--- src/rtl/fire_effect_flame_filter_unit_assert.svh ---
// Assertion macros shared by the flame filter modules.
`ifndef FIRE_EFFECT_FLAME_FILTER_UNIT_ASSERT_SVH
`define FIRE_EFFECT_FLAME_FILTER_UNIT_ASSERT_SVH

// Same-cycle implication, checked out of reset.
`define FFU_ASSERT_NOW(label, ante, cons, msg) \
  label: assert property (@(posedge clk) disable iff (!rst_n) (ante) |-> (cons)) \
    else $error(msg);

// Next-cycle implication, checked out of reset.
`define FFU_ASSERT_NEXT(label, ante, cons, msg) \
  label: assert property (@(posedge clk) disable iff (!rst_n) (ante) |=> (cons)) \
    else $error(msg);

`endif

--- src/rtl/ffu_pkg.sv ---
// Package: constants, types and helpers of the flame filter.
`timescale 1ns / 1ps
package ffu_pkg;

  localparam int MAX_WIDTH  = 1024;
  localparam int MAX_HEIGHT = 1024;
  localparam int MIN_SIZE   = 3;

  localparam int PIX_W     = 8;
  localparam int COL_W     = $clog2(MAX_WIDTH);
  localparam int ROW_W     = $clog2(MAX_HEIGHT);
  localparam int CFG_W     = 11;
  localparam int CFG_IDX_W = 2;

  // seven 8-bit terms
  localparam int SUM_W = PIX_W + 3;

  // floor(sum / 7) == (sum * 9363) >> 16 for every sum up to 7 * 255
  localparam int            DIV7_SHIFT  = 16;
  localparam int            DIV7_MULT_W = 14;
  localparam logic [13:0]   DIV7_MULT   = 14'd9363;

  localparam int FIFO_DEPTH = 4;
  localparam int FIFO_AW    = $clog2(FIFO_DEPTH);
  localparam int FIFO_CW    = FIFO_AW + 1;

  localparam logic [CFG_W-1:0] WIDTH_RESET  = 11'd640;
  localparam logic [CFG_W-1:0] HEIGHT_RESET = 11'd480;

  typedef enum logic [CFG_IDX_W-1:0] {
    CFG_FRAME_WIDTH  = 2'd0,
    CFG_FRAME_HEIGHT = 2'd1
  } cfg_reg_t;

  typedef logic [PIX_W-1:0] pixel_t;

  typedef struct packed {
    pixel_t           heat;
    logic [ROW_W-1:0] row;
    logic [COL_W-1:0] col;
    logic             last;
  } result_t;

  // up to two results per input pixel; second only with first
  typedef struct packed {
    logic    vld0;
    logic    vld1;
    result_t res0;
    result_t res1;
  } push_t;

  // line buffer write port shared by both row stores
  typedef struct packed {
    logic             en;
    logic [COL_W-1:0] addr;
    pixel_t           older;
    pixel_t           newer;
  } line_wr_t;

  function automatic logic [CFG_W-1:0] clamp_size(input logic [CFG_W-1:0] v,
                                                  input logic [CFG_W-1:0] hi);
    logic [CFG_W-1:0] r;
    if (v < CFG_W'(MIN_SIZE)) r = CFG_W'(MIN_SIZE);
    else if (v > hi)          r = hi;
    else                      r = v;
    return r;
  endfunction

endpackage

--- src/rtl/ffu_out_fifo.sv ---
// Result queue: takes up to two results a cycle, hands out one.
`timescale 1ns / 1ps
module ffu_out_fifo import ffu_pkg::*; (
  input  logic    clk,
  input  logic    rst_n,
  input  push_t   push,
  output logic    full_soon,
  output logic    out_valid,
  input  logic    out_stall,
  output result_t head
);

  `include "fire_effect_flame_filter_unit_assert.svh"

  result_t            slot_r [FIFO_DEPTH];
  logic [FIFO_AW-1:0] wp_r, wp_nxt, rp_r, rp_nxt;
  logic [FIFO_CW-1:0] cnt_r, cnt_nxt;
  logic               pop;
  logic [FIFO_AW-1:0] wp_p1;

  assign out_valid = (cnt_r != '0);
  assign pop       = out_valid && !out_stall;
  assign head      = slot_r[rp_r];
  // room for two more results must remain when an input is taken
  assign full_soon = (cnt_r > FIFO_CW'(FIFO_DEPTH - 2));
  assign wp_p1     = wp_r + FIFO_AW'(1);

  always_comb begin
    wp_nxt  = wp_r + FIFO_AW'(push.vld0) + FIFO_AW'(push.vld1);
    rp_nxt  = rp_r + FIFO_AW'(pop);
    cnt_nxt = cnt_r + FIFO_CW'(push.vld0) + FIFO_CW'(push.vld1) - FIFO_CW'(pop);
  end

  always_ff @(posedge clk) begin
    if (push.vld0) begin
      slot_r[wp_r] <= push.res0;
    end
    if (push.vld1) begin
      slot_r[wp_p1] <= push.res1;
    end
  end

  always_ff @(posedge clk) begin
    if (!rst_n) begin
      wp_r  <= '0;
      rp_r  <= '0;
      cnt_r <= '0;
    end else begin
      wp_r  <= wp_nxt;
      rp_r  <= rp_nxt;
      cnt_r <= cnt_nxt;
    end
  end

  `FFU_ASSERT_NOW(a_no_overflow, 1'b1, cnt_r <= FIFO_CW'(FIFO_DEPTH), "result queue overflow")
  `FFU_ASSERT_NOW(a_pair_order, push.vld1, push.vld0, "second result without first")
  `FFU_ASSERT_NOW(a_push_room, push.vld0, !full_soon, "result pushed while queue nearly full")

endmodule

--- config.mk ---
export PLATFORM = sky130hd
export DESIGN_NAME = ffu_out_fifo
export DESIGN_NICKNAME = d
export VERILOG_FILES = /design/src/rtl/ffu_pkg.sv /design/src/rtl/ffu_out_fifo.sv
export VERILOG_INCLUDE_DIRS = /design/src /design/src/rtl
export SDC_FILE = /design/constraint.sdc
export NUM_CORES = 1
export LEC_CHECK = 0
export ABC_AREA = 0
export BUFFER_PORTS_ARGS = -buffer_cell sky130_fd_sc_hd__buf_2
export CAP_MARGIN = 15
export CORE_ASPECT_RATIO = 2
export CORE_MARGIN = 2
export CORE_UTILIZATION = 35
export CTS_BUF_LIST = sky130_fd_sc_hd__clkbuf_8
export CTS_CLUSTER_DIAMETER = 100
export DETAILED_ROUTE_END_ITERATION = 8
export RECOVER_POWER = 25
export SLEW_MARGIN = 15
export SYNTH_ARGS = -nofsm -noshare
export SYNTH_HDL_FRONTEND = slang
export SYNTH_SLANG_ARGS = --single-unit
export TNS_END_PERCENT = 20
--- constraint.sdc ---
create_clock -name clk -period 3.9 [get_ports clk]
set_clock_uncertainty 0.2 [all_clocks]
set_input_delay 0.39 -clock clk [delete_from_list [all_inputs] [get_ports clk]]
set_output_delay 0.39 -clock clk [all_outputs]
set_load 0.01 [all_outputs]
# --- Word level (Yosys, flattened, before mapping) ---
# Memories as Yosys holds them, arrays and structs flattened. A register that Yosys moved wholly into a read port is not among the register bits.
# Cells that the tools add are included.
word_totals:
  ff_bits: 7
  ramBits: 116
  mem_count: 1
  output_inout_bits: 31
  input_bits: 63
classes:
  addsub: 7
  order_cmp: 1
  reduce_logical: 3
  muxes: 5
memory_table:
  columns: ["name", "depth", "width", "read_ports", "rd_ports_with_merged_regs", "wr", "line_no", "text"]
  rows:
  - ["slot_r", 4, 29, 1, 1, 2, "ffu_out_fifo.sv:15", "result_t slot_r [FIFO_DEPTH];"]
op_table:
  columns: ["op", "count"]
  rows:
  - ["$add A2 B1 Y2", 3]
  - ["$add A3 B1 Y3", 2]
  - ["$mux W1", 4]
  - ["$gt A3 B2 Y1 const B", 1]
  - ["$reduce_bool A3 Y1", 1]
  - ["$sub A3 B1 Y3", 1]
  - ["$add A2 B1 Y2 const B", 1]
  - ["$mux W2", 1]
  - ["$logic_and A1 B1 Y1", 1]
  - ["$logic_not A1 Y1", 1]

# --- Longest topological paths before layout ---
depth:
  word_depth: 4
  mapped_depth: 8
  depth_no_buf: 8

# --- Worst setup path before layout ---
# OpenSTA, ideal clock, no wires.
synth_path:
  kind: "register to register"
  from: "register wp_r[1]"
  to: "memory slot_r[0][0] (netlist bit) (enable)"
  setup_time_ns: 0.459
  arrival_ns: 2.690
  path_stages_with_launch: 3
  slack_ns: 0.551
  period_less_slack_ns: 3.349
  cell_sequence: "dfxtp_1 -> buf_2 -> o31ai_1"
synth_rtl:
  columns: ["item", "line_no", "text"]
  rows:
  - ["start: declaration", "ffu_out_fifo.sv:16", "logic [FIFO_AW-1:0] wp_r, wp_nxt, rp_r, rp_nxt;"]
  - ["start signal: assignment", "ffu_out_fifo.sv:49", "wp_r <= wp_nxt;"]
  - ["end: declaration", "ffu_out_fifo.sv:15", null]

==> impl_metrics.ini <==
[clock_tree]
cts_hold_buffers = 0
cts_tree = yes
cts.clk_slew.worst_paths_ps = 80
clockBufferDepth = 2
htreeDepth = 4
clk_latency_ps = 430
cts_resized = 0
post-cts-setup-buffers = 0
clock-root-buffer = clkbuf_8
cts_buffers = 17
clock_sinks = 123

[worst_hold_path]
hold_start = rst_n
hp-class = in2reg

[finish]
final_cells = 642
layout.nets = 492
insertedDiodeCount = 0
fillers = 1566
layout-drive-gt1-share = 0.6345
syn_to_final_growth_pct = 18.64

[logic_synthesis]
syn-num-nets = 391
avgSynthCellArea_um2 = 18.57
synthesis.instances = 322
synth_top_cell_by_area = edfxtp_1
synth_top_cell_area_share = 0.5825
synth_flop_cell = edfxtp_1
yosysUniqueCellTypes = 23
ys_warn_count = 0
seq_area_frac_synth = 0.6060
synth-edff-count = 116
netlist_area_um2 = 5979
ys_top_cells_by_area = edfxtp_1, mux2_2, mux4_2, dfxtp_1, fa_1
synth-async-reset-ratio = 0
synth-seq-cells = 123

[timing]
finalSetupViolations = 0
post-route-period-util = 0.8083
drv_slew = 60
maxSlewHeadroom = -0.4662
fin_crit_ps = 3152
hold_violations = 0
tightest_slew_ps = 2199
fin_hold_ws_ps = 47.91
max_freq_mhz = 317.2
rsz0062_at_grt = false
tns_ps = 0

[route]
vias = 3324
dr.pass1.iters = 4
wire_per_inst_um = 21.52
viasPerCell = 5.178
initialDrtViolationCount = 107
routed_wl_um = 13810
remaining_drc_errors = 0
ant_nets = 0

[placed_design]
io_buffer_count = 93
dpl.hpwl_um = 8667
routabilityCongestion = 0.7332
dp.cells = 611

[setup_path]
crit_path_end_kind = flip-flop
critPathLaunchType = flip-flop
crit_type = reg2reg
r2r_start = wp_r[0]$_SDFF_PN0_
crit_required_ps = 3870
worst_ep_arrival_time_ps = 3120
crit_start = wp_r[0]$_SDFF_PN0_
cp_max_fo = 29

[die]
io_pins = 94
die_x_um = 96.43
start_util = 0.3566
row_count = 67
die-area_um2 = 18210
die_h_um = 188.8
design.core.area_um2 = 16770

[power_and_ir_drop]
p_per_area_nw_per_um2 = 566.8
irDropWorstVdd_mv = 0.1911
power_mw = 4.021
p_leak_nw = 2.523

[global_route]
antenna_found_initial = 0
grt_pass1_vias = 3700
grt_first_pass_wirelength_um = 20670
grt_max_degree = 31
grtUsageTotal = 0.1589
grt_overflow_total = 0

[job]
drv_cap = 2

[status]
status = finished with violations
violations = capacitance limit, slew limit
state kept, by name, summed over array words and instances, names as in the netlist:
signal and count:
rp_r 2, wp_r 2, slot_r 116, cnt_r 3
cells in the final DEF, fill, tap and decap left out, types with 2 or more instances in the layout:
master / instances
buf_4: 3
xor2_1: 2
and2_1: 4
dfxtp_1: 6
mux2_2: 116
ha_1: 3
buf_2: 92
a21oi_1: 2
clkbuf_8: 17
mux4_2: 29
fa_1: 3
inv_6: 3
inv_1: 5
clkinv_2: 2
and2_0: 3
bufinv_16: 4
clkbuf_1: 5
edfxtp_1: 116
clkinv_4: 3
nand3b_1: 3
power breakdown:
| group | leakage [nW] | switching (mW) | internal, mW | total [mW] |
|---|---|---|---|---|
| logic | 1.16 | 0.502 | 0.516 | 1.02 |
| registers | 1.15 | 0.113 | 1.66 | 1.78 |
| clock network | 0.214 | 0.530 | 0.697 | 1.23 |
| total | 2.52 | 1.14 | 2.88 | 4.02 |
metrics by stage:
stage | instance area (um2) | setup WS (ps) | utilization
2_1_floorplan | 5979 | 550.9 | -
3_3_place_gp | 6700 | 1310 | 0.3996
3_5_place_dp | 6700 | 1297 | 0.3996
4_1_cts | 7128 | 1047 | 0.4251
5_1_grt | 7094 | 577.9 | 0.4231
6_report | 7094 | 747.8 | 0.4231
logic make-up after synthesis:
kind of cell | count (synthesis) | synth area share
xor gates and xnor gates | 3 | 0.004395
and+or+nand+nor | 17 | 0.01758
AOI/OAI and AO/OA | 3 | 0.002930
adders and majority gates | 6 | 0.01632
buffers and inverters | 24 | 0.02344
DFF | 123 | 0.6060
muxes | 146 | 0.3294
critical path, cell delays in order (launching register included):
cell and delay (ps):
dfxtp_1 420, nand3_1 200, clkbuf_1 1590, mux2_2 470
cell usage after synthesis (3+ instances only):
| cell | number |
|---|---|
| and2_1 | 7 |
| buf_2 | 10 |
| buf_4 | 4 |
| buf_6 | 3 |
| dfxtp_1 | 7 |
| edfxtp_1 | 116 |
| fa_1 | 3 |
| ha_1 | 3 |
| inv_1 | 5 |
| mux2_2 | 116 |
| mux4_2 | 29 |
| nand3b_1 | 3 |
metal layers:
layer	track usage	part of all wire
met5	0	0
met3	0.03119	0.033
met1	0.1779	0.38
met4	0.08126	0.034
met2	0.2778	0.56
worst paths after layout:
kind | endpoint | slack, ps | cells after the start
hold reg to reg | cnt_r[0]$_SDFF_PN0_ | 470 | 2
hold / removal | rp_r[0]$_SDFF_PN0_ | 50 | 2
setup reg to reg | slot_r[0][11]$_DFFE_PP_ | 750 | 3
setup / recovery | slot_r[0][11]$_DFFE_PP_ | 750 | 3
cell type report:
type / count / area (um2) / area share
clock inverter: 14 / 193.9 / 0.02734
timing repair buffer: 101 / 521.8 / 0.07354
tap: 207 / 259.0 / 0.03651
clock buffer: 17 / 234.0 / 0.03298
inverter: 5 / 18.77 / 0.002646
multi-input combinational: 175 / 2242 / 0.3160
sequential: 123 / 3625 / 0.5109
(Power assumes the default switching activity.)
