[src/rtl/fire_effect_flame_filter_unit_assert.svh]
// Assertion macros shared by the flame filter modules.
`ifndef FIRE_EFFECT_FLAME_FILTER_UNIT_ASSERT_SVH
`define FIRE_EFFECT_FLAME_FILTER_UNIT_ASSERT_SVH

// Same-cycle implication, checked out of reset.
`define FFU_ASSERT_NOW(label, ante, cons, msg) \
  label: assert property (@(posedge clk) disable iff (!rst_n) (ante) |-> (cons)) \
    else $error(msg);

// Next-cycle implication, checked out of reset.
`define FFU_ASSERT_NEXT(label, ante, cons, msg) \
  label: assert property (@(posedge clk) disable iff (!rst_n) (ante) |=> (cons)) \
    else $error(msg);

`endif

[src/rtl/ffu_pkg.sv]
// Package: constants, types and helpers of the flame filter.
`timescale 1ns / 1ps
package ffu_pkg;

  localparam int MAX_WIDTH  = 1024;
  localparam int MAX_HEIGHT = 1024;
  localparam int MIN_SIZE   = 3;

  localparam int PIX_W     = 8;
  localparam int COL_W     = $clog2(MAX_WIDTH);
  localparam int ROW_W     = $clog2(MAX_HEIGHT);
  localparam int CFG_W     = 11;
  localparam int CFG_IDX_W = 2;

  // seven 8-bit terms
  localparam int SUM_W = PIX_W + 3;

  // floor(sum / 7) == (sum * 9363) >> 16 for every sum up to 7 * 255
  localparam int            DIV7_SHIFT  = 16;
  localparam int            DIV7_MULT_W = 14;
  localparam logic [13:0]   DIV7_MULT   = 14'd9363;

  localparam int FIFO_DEPTH = 4;
  localparam int FIFO_AW    = $clog2(FIFO_DEPTH);
  localparam int FIFO_CW    = FIFO_AW + 1;

  localparam logic [CFG_W-1:0] WIDTH_RESET  = 11'd640;
  localparam logic [CFG_W-1:0] HEIGHT_RESET = 11'd480;

  typedef enum logic [CFG_IDX_W-1:0] {
    CFG_FRAME_WIDTH  = 2'd0,
    CFG_FRAME_HEIGHT = 2'd1
  } cfg_reg_t;

  typedef logic [PIX_W-1:0] pixel_t;

  typedef struct packed {
    pixel_t           heat;
    logic [ROW_W-1:0] row;
    logic [COL_W-1:0] col;
    logic             last;
  } result_t;

  // up to two results per input pixel; second only with first
  typedef struct packed {
    logic    vld0;
    logic    vld1;
    result_t res0;
    result_t res1;
  } push_t;

  // line buffer write port shared by both row stores
  typedef struct packed {
    logic             en;
    logic [COL_W-1:0] addr;
    pixel_t           older;
    pixel_t           newer;
  } line_wr_t;

  function automatic logic [CFG_W-1:0] clamp_size(input logic [CFG_W-1:0] v,
                                                  input logic [CFG_W-1:0] hi);
    logic [CFG_W-1:0] r;
    if (v < CFG_W'(MIN_SIZE)) r = CFG_W'(MIN_SIZE);
    else if (v > hi)          r = hi;
    else                      r = v;
    return r;
  endfunction

endpackage

[src/rtl/ffu_core.sv]
// Filter core: position counters, pixel window, averaging and result build.
`timescale 1ns / 1ps
module ffu_core import ffu_pkg::*; (
  input  logic                 clk,
  input  logic                 rst_n,
  input  logic                 cfg_we,
  input  logic [CFG_IDX_W-1:0] cfg_index,
  input  logic [CFG_W-1:0]     cfg_wdata,
  input  logic                 accept,
  input  pixel_t               pix,
  input  pixel_t               older_rd,
  input  pixel_t               newer_rd,
  output logic [COL_W-1:0]     rd_addr,
  output line_wr_t             line_wr,
  output push_t                push
);

  `include "fire_effect_flame_filter_unit_assert.svh"

  logic [CFG_W-1:0] width_r, width_nxt;
  logic [CFG_W-1:0] height_r, height_nxt;
  logic [COL_W-1:0] col_r, col_nxt;
  logic [ROW_W-1:0] row_r, row_nxt;
  pixel_t           nb1_r, nb2_r, cur1_r, cur2_r, old0_r;
  pixel_t           prev_r, prev_nxt;

  logic [CFG_W-1:0] w_cl, h_cl;
  logic [COL_W-1:0] w_m1, col_adv;
  logic [ROW_W-1:0] h_m1;
  logic             col_wrap, emit, edge_col;
  logic [SUM_W-1:0] sum;
  logic [SUM_W+DIV7_MULT_W-1:0] prod;
  pixel_t           quot, first_heat;

  assign w_cl = clamp_size(width_r, CFG_W'(MAX_WIDTH));
  assign h_cl = clamp_size(height_r, CFG_W'(MAX_HEIGHT));
  assign w_m1 = COL_W'(w_cl - CFG_W'(1));
  assign h_m1 = ROW_W'(h_cl - CFG_W'(1));

  assign col_wrap = (col_r == w_m1);
  assign col_adv  = col_wrap ? '0 : col_r + COL_W'(1);

  // read one column ahead so data is ready when the pixel arrives
  assign rd_addr = cfg_we ? '0 : (accept ? col_adv : col_r);

  assign line_wr.en    = accept;
  assign line_wr.addr  = col_r;
  assign line_wr.older = newer_rd;
  assign line_wr.newer = pix;

  assign sum = SUM_W'(prev_r) + SUM_W'(older_rd) + SUM_W'(nb2_r) + SUM_W'(newer_rd)
             + SUM_W'(cur2_r) + SUM_W'(cur1_r) + SUM_W'(pix);
  assign prod = (SUM_W+DIV7_MULT_W)'(sum) * (SUM_W+DIV7_MULT_W)'(DIV7_MULT);
  assign quot = prod[DIV7_SHIFT +: PIX_W];

  assign emit       = (row_r >= ROW_W'(2)) && (col_r != '0);
  assign edge_col   = (col_r == COL_W'(1));
  assign first_heat = edge_col ? old0_r : quot;

  always_comb begin
    push.vld0      = accept && emit;
    push.vld1      = accept && emit && col_wrap;
    push.res0.heat = first_heat;
    push.res0.row  = row_r - ROW_W'(2);
    push.res0.col  = col_r - COL_W'(1);
    push.res0.last = !col_wrap;
    push.res1.heat = older_rd;
    push.res1.row  = row_r - ROW_W'(2);
    push.res1.col  = col_r;
    push.res1.last = 1'b1;
  end

  always_comb begin
    width_nxt  = width_r;
    height_nxt = height_r;
    col_nxt    = col_r;
    row_nxt    = row_r;
    prev_nxt   = prev_r;
    if (cfg_we) begin
      case (cfg_reg_t'(cfg_index))
        CFG_FRAME_WIDTH:  width_nxt  = cfg_wdata;
        CFG_FRAME_HEIGHT: height_nxt = cfg_wdata;
        default: ;
      endcase
      col_nxt = '0;
      row_nxt = '0;
    end else if (accept) begin
      col_nxt = col_adv;
      if (col_wrap) begin
        row_nxt = (row_r == h_m1) ? '0 : row_r + ROW_W'(1);
      end
      if (emit) begin
        prev_nxt = first_heat;
      end
    end
  end

  always_ff @(posedge clk) begin
    if (!rst_n) begin
      width_r  <= WIDTH_RESET;
      height_r <= HEIGHT_RESET;
      col_r    <= '0;
      row_r    <= '0;
      prev_r   <= '0;
      nb1_r    <= '0;
      nb2_r    <= '0;
      cur1_r   <= '0;
      cur2_r   <= '0;
      old0_r   <= '0;
    end else begin
      width_r  <= width_nxt;
      height_r <= height_nxt;
      col_r    <= col_nxt;
      row_r    <= row_nxt;
      prev_r   <= prev_nxt;
      if (accept) begin
        nb2_r  <= nb1_r;
        nb1_r  <= newer_rd;
        cur2_r <= cur1_r;
        cur1_r <= pix;
        if (col_r == '0) begin
          old0_r <= older_rd;
        end
      end
    end
  end

  `FFU_ASSERT_NOW(a_col_in_row, 1'b1, col_r <= w_m1, "column count beyond row width")
  `FFU_ASSERT_NEXT(a_cfg_restart, cfg_we, (col_r == '0) && (row_r == '0), "config did not restart frame")
  `FFU_ASSERT_NOW(a_rd_ahead, accept, rd_addr != col_r, "read collides with line write")

endmodule

[config.mk]
export PLATFORM = sky130hd
export DESIGN_NAME = ffu_core
export DESIGN_NICKNAME = d
export VERILOG_FILES = /design/src/rtl/ffu_pkg.sv /design/src/rtl/ffu_core.sv
export VERILOG_INCLUDE_DIRS = /design/src /design/src/rtl
export SDC_FILE = /design/constraint.sdc
export NUM_CORES = 1
export LEC_CHECK = 0
export BUFFER_PORTS_ARGS = -buffer_cell sky130_fd_sc_hd__buf_2
export CAP_MARGIN = 10
export CELL_PAD_IN_SITES_DETAIL_PLACEMENT = 1
export CELL_PAD_IN_SITES_GLOBAL_PLACEMENT = 1
export CORE_UTILIZATION = 47
export CTS_BUF_LIST = sky130_fd_sc_hd__clkbuf_8 sky130_fd_sc_hd__clkbuf_16
export DETAILED_ROUTE_END_ITERATION = 6
export PLACE_DENSITY_LB_ADDON = 0.1
export SLEW_MARGIN = 20
export SYNTH_ARGS = -nofsm -noshare
export SYNTH_HDL_FRONTEND = slang
export SYNTH_SLANG_ARGS = --single-unit
[constraint.sdc]
create_clock -name clk -period 21.5 [get_ports clk]
set_input_delay 2.15 -clock clk [delete_from_list [all_inputs] [get_ports clk]]
set_output_delay 2.15 -clock clk [all_outputs]
set_load 0.01 [all_outputs]
After elaboration in Yosys (flattened, before gate mapping)
Index checks and enable logic that the tools add are counted.
Word-level totals
  register bits: 90
Operators by class
  equality and inequality tests: 4
  muxes and demuxes: 9
  $lt $le $gt $ge: 5
  bitwise logic cells: 2
  add/sub/neg operators: 12
  multipliers: 1
  reduce and logical (&&, ||, !) cells: 13
Operator list (count)
  $mux W10: 8
  $add A11 B8 Y11: 3
  $sub A10 B1 Y10 const B: 3
  $mul A11 B14 Y24 const B: 1
  $gt A11 B11 Y1 const B: 2
  $lt A11 B2 Y1 const B: 2
  $add A10 B1 Y10 const B: 2
  $eq A10 B10 Y1: 2
  $add A10 B8 Y11: 1
  $add A9 B8 Y10: 1
  $eq A10 B1 Y1 const B: 1
  $ge A10 B2 Y1 const B: 1
  $logic_not A10 Y1: 1
  $reduce_bool A10 Y1: 1
  $sub A10 B2 Y10 const B: 1
  $add A8 B8 Y9: 1
  $mux W8: 1
  $reduce_and A2 Y1: 4
  $logic_and A1 B1 Y1: 3
  $reduce_and A3 Y1: 1
  $eq A2 B1 Y1 const B: 1
  $logic_not A2 Y1: 1
  $not A1 Y1: 2
  $reduce_or A2 Y1: 1
  $logic_not A1 Y1: 1

Logic depth before layout (Yosys ltp)
Gate-level depths: netlist of run 1.
  depth after elaboration: 8
  depth in mapped cells: 33
  gate-level depth less buffers: 33

Worst setup path before layout of run 1
OpenSTA, ideal clock, no wires.
  kind: input -> output
  from: input port pix[3]
  to: output port push[57] in the netlist's numbering
  stages on the path: 33
  arrival time: 9.559 ns
  path slack: 9.791 ns
  cell sequence: inv_1 fa_1 inv_1 fa_1 fa_1 inv_1 fa_1 inv_1 ha_1 nor2b_1 o21ai_0 a21boi_0 o21ai_0 a21boi_0 o21ai_0 nand2b_1 xnor2_1 ha_1 ha_1 inv_1 fa_1 fa_1 inv_1 fa_1 ha_1 o21ai_0 a21oi_1 a22oi_1 nand2_1 o21ai_0 o21ai_0 xnor2_1 a21oi_1
RTL lines
  start: declaration: line ffu_core.sv:10  | input pixel_t pix,
  end: declaration: line ffu_core.sv:15  | output push_t push

==> impl_metrics.json, run 1 <==
{
  "required_ps": 19350,
  "use_met3": 0.0378,
  "reg2reg_slack_ps": 12920,
  "antenna_cells": 0,
  "vias_per_cell": 5.48,
  "setup.worst_path.end": "push[57]",
  "clock_skew_ps": 10.3,
  "synth.avg_cell_area_um2": 8.37,
  "synth_top_cell_by_area": "dfxtp_1",
  "place.gp.congestion": 0.863,
  "top_usage_layer": "met2",
  "first_iter_violations": 276,
  "grt_pass1_wl_um": 36700,
  "io_pins": 138,
  "crit_path_end_kind": "output pin",
  "grt_overflow_total": 0,
  "syn-num-nets": 1218,
  "timing.setup.tns_ps": 0,
  "ys.flop_type": "dfxtp_1",
  "die_area_um2": 18800,
  "core_um2": 17900,
  "r2r-end": "prev_r[7]",
  "synth_commonest_cells": "inv_1, ha_1, dfxtp_1, nand2_1, nor2_1",
  "post_cts_buffers": 0,
  "use_met1": 0.310,
  "routed_wl_um": 22800,
  "track_usage": 0.254,
  "syn_to_final_growth_pct": 8.66,
  "slew_headroom": 0.370,
  "synth_cell_types": 71,
  "io_buffers": 136,
  "cts_made_buffers": 9,
  "die_h_um": 137,
  "startpoint": "pix[3]",
  "critPathLaunchType": "input port",
  "ant_nets": 0,
  "status": "complete, no violations",
  "cp.arrival_ps": 10510,
  "die_w_um": 137,
  "ctsResizeCount": 0,
  "n_fill_cell": 2207,
  "path_common_cell": "fa_1",
  "hold_violations": 0,
  "ys_seq_area_frac": 0.210,
  "initial_core_util": 0.479,
  "drive_gt1_frac": 0.162,
  "synth_top_area_share": 0.210,
  "multiInputGateArea_um2": 5680,
  "reg2reg_from": "nb2_r[3]",
  "clkTransAtPathRegs_ps": 70,
  "hp-class": "flop to flop",
  "rows": 49,
  "fin_crit_sh": 0.589,
  "max_cap_violations": 0,
  "path_class": "input port to output pin",
  "worstMarginPinSlew_ps": 936,
  "rsz0062_at_grt": "false",
  "place_ws_ps": 8840,
  "syn_inst": 1025,
  "htree_levels": 3,
  "crit_path_top_delay_cell": "fa_1",
  "yosysMostFrequentCell": "inv_1",
  "grt_use_met2": 0.456,
  "yosysWarnings": 0,
  "synth.area.top_cells": "dfxtp_1, ha_1, fa_1",
  "syn_area_um2": 8580,
  "vias": 7222,
  "cts_hold_buffers": 0,
  "maxSlewViolCount": 0,
  "wl_per_cell_um": 17.3,
  "fin_crit_ps": 12660,
  "ctsRootBufferMaster": "clkbuf_16",
  "seqCellArea_um2": 1800,
  "layout.nets": 1277,
  "clock_sinks": 90,
  "crit_fanout": 4,
  "hpwl_um": 18300,
  "cts_tree": "yes",
  "cpPeakStageDelay_ps": 550,
  "max_clock_freq_ghz": 0.0790,
  "clockBufferDepth": 2,
  "drcViolationCount": 0,
  "grt_start_max_net_pins": 47,
  "rr_worst_depth": 31,
  "setup_ws_ps": 8840,
  "first_pass_iters": 4,
  "grt_pass1_vias": 7216,
  "async_reset_ff_frac": 0,
  "ys_ff_latch": 90,
  "finalSetupViolations": 0,
  "synth-edff-count": 0,
  "antenna_found_initial": 0,
  "clock_latency_ps": 350
}
[cell usage in the layout, fill, tap and decap left out, types with 19 or more instances in the layout]
master	n
a21oi_1	47
xnor2_1	36
dfxtp_1	90
inv_1	142
mux2i_1	44
o21ai_0	28
buf_2	136
fa_1	56
ha_1	96
nand2_1	88
xor2_1	20
nor3_1	27
nor2_1	84
nand3_1	19
[critical path: cells and delay by family]
kind                       cells  cell delay [ps]
AOI/OAI and AO/OA             11             2000
xor gates and xnor gates       2              460
adders and majority gates     11             4810
buffers and inverters          8              560
and+or+nand+nor                3              510
[routing by layer]
metal	wire length (um)	part of all wire
met3	892	0.039
met2	11600	0.51
met1	9760	0.43
met4	528	0.023
met5	0	0
[worst min-delay path by stage]
stage                           start           to  slack [ps]  cells past startpoint
after detailed placement     nb2_r[5]     nb2_r[5]         490                      2
after global placement      cur2_r[5]    cur2_r[5]         480                      2
final                     height_r[5]  height_r[5]         500                      2
after CTS                 height_r[1]  height_r[1]         500                      2
after floorplan           height_r[1]  height_r[1]         460                      2
after global routing      height_r[1]  height_r[1]         530                      2
[metrics by stage]
step / hold WS (ps) / instance area (um^2) / utilization / instances
after CTS: 502 / 9320 / 0.521 / 1318
after global placement: 475 / 8990 / 0.502 / 1302
after floorplan: 455 / 8580 / - / 1025
final: 499 / 9320 / 0.521 / 1318
after global routing: 529 / 9320 / 0.521 / 1318
after detailed placement: 486 / 8990 / 0.502 / 1302
[logic make-up after synthesis]
family / after synthesis / share of synthesized area
flops: 90 / 0.210
mux: 44 / 0.0513
simple gates: 314 / 0.182
other cells: 1 / 0.000437
xor+xnor: 56 / 0.0572
fa+ha+maj: 152 / 0.271
compound gates: 134 / 0.0977
buf+inv: 234 / 0.131
[registers in the layout, summed over array words and instances (netlist names)]
signal and cells:
prev_r 8, cur1_r 8, row_r 10, width_r 11, height_r 11, old0_r 8
nb1_r 8, col_r 10, cur2_r 8, nb2_r 8
[cell type report]
class	count	share of cell area
Timing Repair Buffer	138	0.0746
Clock inverter	7	0.0106
Tap cell	229	0.0307
Multi-Input combinational cell	701	0.609
Inverter	144	0.0580
Clock buffer	9	0.0242
Sequential cell	90	0.193
Power of run 1 is left out: the tool's default activity adds up to more than one toggle a clock period on the data nets, which glitch-free logic cannot reach.
==> run 2, diff against run 1 <==
--- a/config.mk
+++ b/config.mk
@@ -10,7 +10,7 @@
 export CAP_MARGIN = 10
 export CELL_PAD_IN_SITES_DETAIL_PLACEMENT = 1
 export CELL_PAD_IN_SITES_GLOBAL_PLACEMENT = 1
-export CORE_UTILIZATION = 47
+export CORE_UTILIZATION = 44
 export CTS_BUF_LIST = sky130_fd_sc_hd__clkbuf_8 sky130_fd_sc_hd__clkbuf_16
 export DETAILED_ROUTE_END_ITERATION = 6
 export PLACE_DENSITY_LB_ADDON = 0.1
==> constraint.sdc (replaced) <==
create_clock -name clk -period 12.32 [get_ports clk]
set_input_delay 1.232 -clock clk [delete_from_list [all_inputs] [get_ports clk]]
set_output_delay 1.232 -clock clk [all_outputs]
set_load 0.01 [all_outputs]
==> impl_metrics.json, run 2 (same netlist as run 1, synthesis figures left out) <==
{
  "layout.nets": 1279,
  "vias_per_cell": 5.27,
  "cts_tree": "yes",
  "grt_pass1_wl_um": 36300,
  "timing.setup.tns_ps": 0,
  "grt_overflow_total": 0,
  "cpPeakStageDelay_ps": 550,
  "max_cap_violations": 0,
  "fin_crit_sh": 0.874,
  "utilization": 0.494,
  "place_ws_ps": 1560,
  "rr_worst_depth": 31,
  "io_pins": 138,
  "mostFrequentLayoutCell": "inv_1",
  "core_um2": 18900,
  "grt_use_met2": 0.388,
  "antenna_found_initial": 0,
  "maxSlewViolCount": 0,
  "worstMarginPinSlew_ps": 989,
  "crit_fanout": 4,
  "clock_skew_ps": 10.7,
  "routed_wl_um": 22000,
  "top_usage_layer": "met2",
  "use_met3": 0.0290,
  "hp-class": "flop to flop",
  "cts_hold_buffers": 0,
  "use_met1": 0.307,
  "htree_levels": 3,
  "grt_start_max_net_pins": 45,
  "post_cts_buffers": 0,
  "startpoint": "pix[3]",
  "required_ps": 11090,
  "max_clock_freq_ghz": 0.0929,
  "crit_path_end_kind": "output pin",
  "grt_pass1_vias": 6980,
  "hold_violations": 0,
  "vias": 7109,
  "fin_crit_ps": 10770,
  "path_class": "input port to output pin",
  "dpl_cell_area_um2": 9050,
  "rows": 50,
  "clock_latency_ps": 350,
  "first_iter_violations": 259,
  "hpwl_um": 17600,
  "place.gp.congestion": 0.830,
  "path_common_cell": "fa_1",
  "reg2reg_slack_ps": 3850,
  "antenna_cells": 0,
  "ant_nets": 0,
  "r2r-end": "prev_r[7]",
  "wl_per_cell_um": 16.3,
  "setup.worst_path.end": "push[57]",
  "ctsResizeCount": 0,
  "die_w_um": 142,
  "status": "complete, no violations",
  "clkTransAtPathRegs_ps": 70,
  "cts_made_buffers": 9,
  "reg2reg_from": "nb2_r[3]",
  "critPathLaunchType": "input port",
  "die_h_um": 142,
  "die_area_um2": 20100,
  "clock_sinks": 90,
  "finalSetupViolations": 0,
  "layout_common_cells": "inv_1, buf_2, ha_1, dfxtp_1, nand2_1",
  "drcViolationCount": 0,
  "clockBufferDepth": 2,
  "ctsRootBufferMaster": "clkbuf_16",
  "initial_core_util": 0.454,
  "track_usage": 0.230,
  "reg_top3": "height_r (11), width_r (11)",
  "design_area_um2": 9330,
  "cp.arrival_ps": 9530,
  "rsz0062_at_grt": "false",
  "syn_to_final_growth_pct": 8.75,
  "slew_headroom": 0.336,
  "crit_path_top_delay_cell": "fa_1",
  "first_pass_iters": 4,
  "setup_ws_ps": 1550,
  "drive_gt1_frac": 0.161,
  "io_buffers": 136,
  "n_fill_cell": 2377
}
==> run 2: worst min path at each step <==
stage,to,depth (start not counted),slack (ps),start
2_1_floorplan,height_r[1],2,460,height_r[1]
3_3_place_gp,cur2_r[5],2,480,cur2_r[5]
3_5_place_dp,nb1_r[3],2,490,nb1_r[3]
4_1_cts,height_r[8],2,500,height_r[8]
5_1_grt,height_r[8],2,520,height_r[8]
6_report,height_r[8],2,490,height_r[8]
==> run 2: final cells by class <==
type / count / area, um^2 / share of cell area
Multi-Input combinational cell: 701 / 5670 / 0.608
Sequential cell: 90 / 1800 / 0.193
Timing Repair Buffer: 140 / 711 / 0.0762
Inverter: 144 / 541 / 0.0579
Tap cell: 260 / 325 / 0.0349
Clock buffer: 11 / 253 / 0.0271
Clock inverter: 4 / 27.5 / 0.00295
==> run 2: routing by layer <==
layer	routed length [um]	share of wire
met1	10300	0.47
met2	10600	0.48
met3	631	0.029
met4	459	0.021
met5	0	0
==> run 2: metrics by stage <==
stage                     hold slack, ps  instances
after floorplan                      455       1025
after global placement               475       1335
after detailed placement             486       1335
after CTS                            498       1350
after global routing                 515       1350
final                                495       1350
==> run 2: critical path: cells and delay by family <==
| family | cells | cell delay [ps] |
|---|---|---|
| xor gates and xnor gates | 2 | 440 |
| buffers and inverters | 8 | 580 |
| adders and majority gates | 11 | 4800 |
| AOI/OAI and AO/OA | 11 | 1980 |
| and+or+nand+nor | 3 | 490 |
Power of run 2 is left out for the same reason.
